File: config.mk
export PLATFORM = sky130hd
export DESIGN_NAME = miws_isqrt
export DESIGN_NICKNAME = d
export VERILOG_FILES = /design/src/miws_pkg.sv /design/src/miws_isqrt.sv
export SDC_FILE = /design/constraint.sdc
export NUM_CORES = 2
export LEC_CHECK = 0
export BUFFER_PORTS_ARGS = -buffer_cell sky130_fd_sc_hd__buf_4
export CAP_MARGIN = 0
export CORE_MARGIN = 1
export CORE_UTILIZATION = 50
export DETAILED_ROUTE_END_ITERATION = 8
export PLACE_DENSITY = 0.71
export SLEW_MARGIN = 20
export SYNTH_ARGS = -nofsm -noshare
export SYNTH_HDL_FRONTEND = slang
export SYNTH_MEMORY_MAX_BITS = 65536
export SYNTH_SLANG_ARGS = --single-unit
File: constraint.sdc
create_clock -name clk -period 9.55 [get_ports clk]
set_input_delay 0.4775 -clock clk [delete_from_list [all_inputs] [get_ports clk]]
set_output_delay 0.4775 -clock clk [all_outputs]
set_load 0.01 [all_outputs]
File: src/miws_pkg.sv
// Shared constants, widths and types for the metric inverse and wave speed block.
// Used by the divider lane, the square root unit and the top level; no dependencies.
`default_nettype none

package miws_pkg;

	// Fraction bits of the fixed point format.
	localparam int FRAC_BITS = 24;

	// Width of a result word and of the quotient and root magnitudes.
	localparam int QW = 32;

	// Twice an adjugate entry, a signed value that stays below 2^68 in magnitude.
	localparam int TW = 70;
	// Determinant, signed, below 2^96 in magnitude.
	localparam int DETW = 98;
	// Left shift that turns twice the adjugate entry into the scaled numerator.
	localparam int SHL = 2 * FRAC_BITS - 1;
	// Rounded numerator 2|t|*2^SHL + |det| and doubled divisor 2|det|.
	localparam int NW = TW + SHL + 1;
	localparam int DW = DETW + 1;
	// Divider remainder, wide enough for the divisor shifted by the quotient width.
	localparam int RW = (NW > DW + QW) ? NW : DW + QW;
	// Divider lane depth: overflow check, one stage per quotient bit, saturation.
	localparam int DIV_LAT = QW + 2;

	// Square root: radicand width and remainder width.
	localparam int XW = 2 * QW;
	localparam int RMW = QW + 2;

	// Harmonic product lapse^2 * inv_00 before the fraction shift.
	localparam int HW = 94;

	localparam logic signed [QW-1:0] INV_MAX = {1'b0, {(QW-1){1'b1}}};
	localparam logic signed [QW-1:0] INV_MIN = {1'b1, {(QW-1){1'b0}}};
	localparam logic [QW-2:0] SPEED_MAX = {(QW-1){1'b1}};

	typedef enum logic [1:0] {
		MODE_GEODESIC     = 2'd0,
		MODE_HARMONIC     = 2'd1,
		MODE_ONE_PLUS_LOG = 2'd2
	} slicing_mode_t;

	// Sign and zero information that a divider lane needs to finish its entry.
	typedef struct packed {
		logic neg;
		logic t_zero;
		logic t_neg;
		logic det_zero;
	} div_ctrl_t;

endpackage

`default_nettype wire

File: src/miws_isqrt.sv
// Pipelined integer square root, two radicand bits per stage, floor result.
// Depends on miws_pkg for the radicand, root and remainder widths.
`default_nettype none

module miws_isqrt (
	input  logic                    clk,
	input  logic                    adv,
	input  logic [miws_pkg::XW-1:0] x,
	output logic [miws_pkg::QW-1:0] root
);

	logic [miws_pkg::RMW-1:0] rem_s  [miws_pkg::QW];
	logic [miws_pkg::QW-1:0]  root_s [miws_pkg::QW];
	logic [miws_pkg::XW-1:0]  x_s    [miws_pkg::QW];

	for (genvar k = 0; k < miws_pkg::QW; k++) begin : g_stage
		logic [miws_pkg::RMW-1:0] prem;
		logic [miws_pkg::QW-1:0]  proot;
		logic [miws_pkg::XW-1:0]  px;
		logic [miws_pkg::RMW+1:0] cur;
		logic [miws_pkg::RMW+1:0] trial;
		logic                     take;

		if (k == 0) begin : g_first
			assign prem  = '0;
			assign proot = '0;
			assign px    = x;
		end else begin : g_next
			assign prem  = rem_s[k-1];
			assign proot = root_s[k-1];
			assign px    = x_s[k-1];
		end

		// Bring down the next bit pair and try the root extended by a one.
		always_comb begin
			cur   = {prem, px[miws_pkg::XW-1 -: 2]};
			trial = (miws_pkg::RMW+2)'({proot, 2'b01});
			take  = cur >= trial;
		end

		always_ff @(posedge clk) begin
			if (adv) begin
				rem_s[k]  <= miws_pkg::RMW'(take ? cur - trial : cur);
				root_s[k] <= {proot[miws_pkg::QW-2:0], take};
				x_s[k]    <= px << 2;
			end
		end
	end

	assign root = root_s[miws_pkg::QW-1];

endmodule

`default_nettype wire

== Word level (Yosys, flattened, before mapping) ==
Memories as Yosys holds them, arrays and structs flattened.
Cells that the tools add are included.

* Bits of input ports: 66
* Flip-flop bits (word level): 0
* Output and inout port bits: 32
* Memory bits (writable): 4096
* Memories kept: 3

* Multiplexer cells: 34
* $lt $le $gt $ge: 32
* $add $sub $neg: 32

{| class="wikitable"
|+ Memory list
! name !! depth !! width !! read ports !! clocked after Yosys merged registers in !! write ports !! RTL line !! text
|-
| x_s || 32 || 62 || 31 || 0 || 32 || miws_isqrt.sv:14 || <nowiki>logic [miws_pkg::XW-1:0] x_s [miws_pkg::QW];</nowiki>
|-
| rem_s || 32 || 34 || 31 || 0 || 32 || miws_isqrt.sv:12 || <nowiki>logic [miws_pkg::RMW-1:0] rem_s [miws_pkg::QW];</nowiki>
|-
| root_s || 32 || 32 || 32 || 0 || 32 || miws_isqrt.sv:13 || <nowiki>logic [miws_pkg::QW-1:0] root_s [miws_pkg::QW];</nowiki>
|}

{| class="wikitable"
|+ Operator list
! cell !! number
|-
| $ge A36 B34 Y1 || 31
|-
| $mux W34 || 32
|-
| $sub A34 B34 Y34 || 31
|-
| $sub A2 B1 Y3 const B || 1
|-
| $ge A2 B1 Y1 const B || 1
|-
| $mux W1 || 2
|}

== Logic depth before layout (Yosys ltp) ==
An unclocked memory read counts as a cell.

* Word-level depth: 3
* Mapped depth: 14
* Mapped depth without buffers: 13

== Least setup slack after synthesis ==
Ideal clock, no wire load.

* Kind: register -> register
* From: mem rem_s[0][352] (netlist bit)
* To: mem rem_s[0][389] (netlist bit), data pin
* Path buffers: 2
* Setup time: 0.266 ns
* Data required time: 9.284 ns
* Setup slack: 6.071 ns
* Stages on the path, launching flop included: 12
* Arrival time: 3.213 ns
* Path through: edfxtp_1 -> nor3_2 -> nand3_1 -> or4_1 -> buf_2 -> or4_4 -> or4_4 -> a31oi_4 -> a211o_2 -> buf_6 -> nor3_1 -> xor2_1

{| class="wikitable"
|+ RTL lines
! item !! RTL line
|-
| start, declared || miws_isqrt.sv:12
|}

==> impl_metrics.csv <==
group,metric,value,unit
pwr,p_switching,8.83,mW
grt,grt_max_degree,207,
floorplanning,die_h,487,um
route,drc,0,
synth,synth_top_family_by_area,"simple AND/OR/NAND/NOR gates",
floorplanning,die_x,487,um
synth,synthArstFlopShare,0,%
placed_design,dp_hpwl,165000,um
synth,synth.yosys.seq_area_share,64.4,%
sta,rsz0062_at_grt,"false",
synth,synth_adder_area_share,5.98,%
sta,period_minus_slack,4.94,ns
worst_setup_path,cpMaxStageDelayCell,"clkinv_1",
worst_setup_path,critPathCaptureType,"register",
pwr,intPower,22.9,mW
placed_design,pre_cts_ws,4.61,ns
floorplanning,rows,177,
run_status,status,"complete, no violations",
floorplanning,start_util,50.4,%
placed_design,routabilityCongestion,0.918,
pwr,ir_worst_vdd,0.169,mV
clock_tree,clk_pin_slew_worst_paths,0.06,ns
finish,post-route-util,56.4,%
worst_setup_path,worstSetupPathType,"reg2reg",
sta,clock.fmax,202,MHz
worst_setup_path,crit_chain,"ha_1 > nor2b_1 > o31a_1 > o31a_1 > a211o_1 > a21oi_1 > o31a_1 > clkinv_1 > nand2b_1 > nor4b_1 > xor2_1",
synth,synth_flop_cell,"edfxtp_1",
worst_setup_path,cp_data_required_time,10.18,ns
route,firstDrtPassIters,6,
worst_setup_path,cpMostUsedCell,"o31a_1",
synth,synth_compound_area_share,9.72,%
clock_tree,tritoncts,"done",
synth,synth_top_area_cell,"edfxtp_1",
route,wl_per_cell,18.3,um
sta,fin_crit_sh,51.7,%
finish,area_growth,11.9,%
synth,syn_nets,9741,
synth,synth-seq-cells,2523,
worst_setup_path,crit_path_max_incr_delay,0.99,ns
grt,track_usage,19.6,%
pwr,power_frac_comb,20.0,%
finish,mostFrequentLayoutCells,"edfxtp_1, inv_1, nand2_1",
worst_setup_path,startpoint_type,"register",
synth,synth_xor_area_share,6.27,%
floorplanning,die_area,237000,um2
sta,maxSlewHeadroom,29.1,%
route,initialDrtViolationCount,6209,
sta,hold_viol_final,0,
grt,grt.overflow.total,0,
pwr,clockPowerShare,32.9,%
pwr,power_frac_seq,47.0,%
finish,drive_gt1_share,7.20,%
worst_setup_path,path_buf_inv,1,
sta,timing.final.ws_setup,4.61,ns
placed_design,io_buffers,97,
worst_setup_path,cp_data_arrival_time,5.57,ns
sta,finalSetupViolCount,0,
synth,ys_types,87,
min_path,hold_path.class,"in2reg",
route,ant_nets,0,
synth,ys_top_cells_by_area,"edfxtp_1, ha_1, xor2_1",
synth,yosysWarningCount,0,
clock_tree,htreeDepth,5,
grt,antenna_found_initial,9,
pwr,power.density,241,nW/um2
worst_setup_path,critPathTopFamily,"compound AO/OA/AOI/OAI gates",
sta,worstMarginPinSlew,1.05,ns
finish,nets,10100,
clock_tree,clk_latency,0.92,ns
sta,fin_setup_tns,0,ns
clock_tree,root_buffer,"clkbuf_16",
worst_setup_path,path_max_fanout,28,
route,dr_total_vias,71100,
placed_design,dpl.cell_count,12200,
synth,synth_top_area_share,64.4,%
synth,syn_area_per_cell,12.9,um2
pwr,power_switching_share,27.8,%
pwr,power_leakage,49.9,nW
synth,yosys.area_share.simple,10.1,%
clock_tree,cts_made_buffers,284,
finish,fin_cells,12800,
synth,synthesis.area,118000,um2
clock_tree,cts_max_path_buffers,4,
floorplanning,core_area,233000,um2
synth,muxShareOfSynthArea,0.716,%
clock_tree,cts_setup_buffers,0,
synth,synth_edf_count,2523,
grt,grt_pass1_vias,69900,
route,drt_wl_total,234000,um
sta,slew_viol_final,0,
finish,mostFrequentLayoutCell,"edfxtp_1",
sta,whs,0.263,ns
job,maxCapViolations,0,
floorplanning,io_pins,98,
clock_tree,numClockSinks,2523,
sta,skew,0.0563,ns
synth,netlist_instances,9113,
grt,grt_pass1_wl,373000,um
route,vias_per_cell,5.57,
what timing repair did:
action / in CTS / in global routing
gates resized for setup: 0 / 0
endpoints found under the hold margin: 69 / 0
hold buffers: 66 / 0
cell type report:
cell class / count / area, um2
sequential: 2523 / 75800
tap: 3132 / 3920
timing repair buffer: 210 / 1900
multi-input combinational: 5711 / 38600
inverter: 695 / 2610
fill: 18500 / 102000
clock inverter: 140 / 1390
clock buffer: 341 / 7470
antenna: 1 / 2.50
worst paths after layout:
check                 from       endpoint  slack, ns  cells after the start
max          rem_s[1][102]  rem_s[1][160]       4.61                     11
min                  x[28]     x_s[0][28]       0.26                      2
max reg2reg  rem_s[1][102]  rem_s[1][160]       4.61                     11
min reg2reg    x_s[1][299]    x_s[1][363]       0.38                      0
kinds of logic (layout without fill, tap and decap cells):
kind of cell / after synthesis / after routing
mux: 76 / 76
compound gates: 1848 / 1848
simple gates: 2382 / 2382
fa+ha+maj: 562 / 562
xor+xnor: 842 / 842
flops: 2523 / 2523
buf+inv: 879 / 1386
other cells: 1 / 2
cells in the mapped netlist (14+ instances only):
cell	instances
or3_1	95
or2_2	43
nand4b_1	23
o31ai_1	53
o21bai_1	47
xor2_1	447
edfxtp_1	2523
a2111oi_0	15
a31o_2	15
nor2_1	551
o31a_1	15
nand3_1	144
nor3_1	238
nand2_1	642
clkbuf_1	160
and2_1	23
a211oi_1	51
a221oi_1	15
xnor2_1	395
a21o_1	217
o21a_1	112
a31oi_1	47
ha_1	562
nand3b_1	18
or4_1	60
nand2b_1	123
o21ai_0	517
and3_1	56
nand4_1	82
a21oi_1	551
nor4_1	130
and4_1	14
o211ai_1	35
nor2b_1	82
mux2_2	65
inv_1	692
a211o_1	24
state kept, by name (all words and copies together), names as in the netlist:
name / count
rem_s: 1003
root_s: 528
x_s: 992
power groups by stage:
| stage | clock network (mW) | registers, mW | logic, mW |
|---|---|---|---|
| final | 10.4 | 14.9 | 6.36 |
| after global placement | 0 | 15.1 | 6.11 |
| after global routing | 11.1 | 15.1 | 7.08 |
| after detailed placement | 0 | 15.2 | 6.26 |
| after floorplan | 0 | 14.7 | 4.70 |
| after CTS | 10.8 | 14.9 | 6.32 |
through the flow:
stage          cell area, um2  total power, mW
6_report               132000             31.7
5_1_grt                132000             33.3
4_1_cts                132000             32.0
3_5_place_dp           122000             21.4
3_3_place_gp           122000             21.2
2_1_floorplan          118000             19.4
layer usage:
metal	up-vias	share of wire (%)	GRT usage, %
met1	34500	45	26.7
li1	34400	-	-
met3	471	4.6	2.57
met4	2	3.3	6.88
met2	1804	47	32.1
met5	-	0.0056	0
worst reg2reg max path: stages (launching register included):
cell,delay [ns]
edfxtp_1,0.39
ha_1,0.37
nor2b_1,0.17
o31a_1,0.28
o31a_1,0.32
a211o_1,0.33
a21oi_1,0.33
o31a_1,0.74
clkinv_1,0.99
nand2b_1,0.49
nor4b_1,0.11
xor2_1,0.16
No activity file was read; power rests on OpenSTA's default activity.
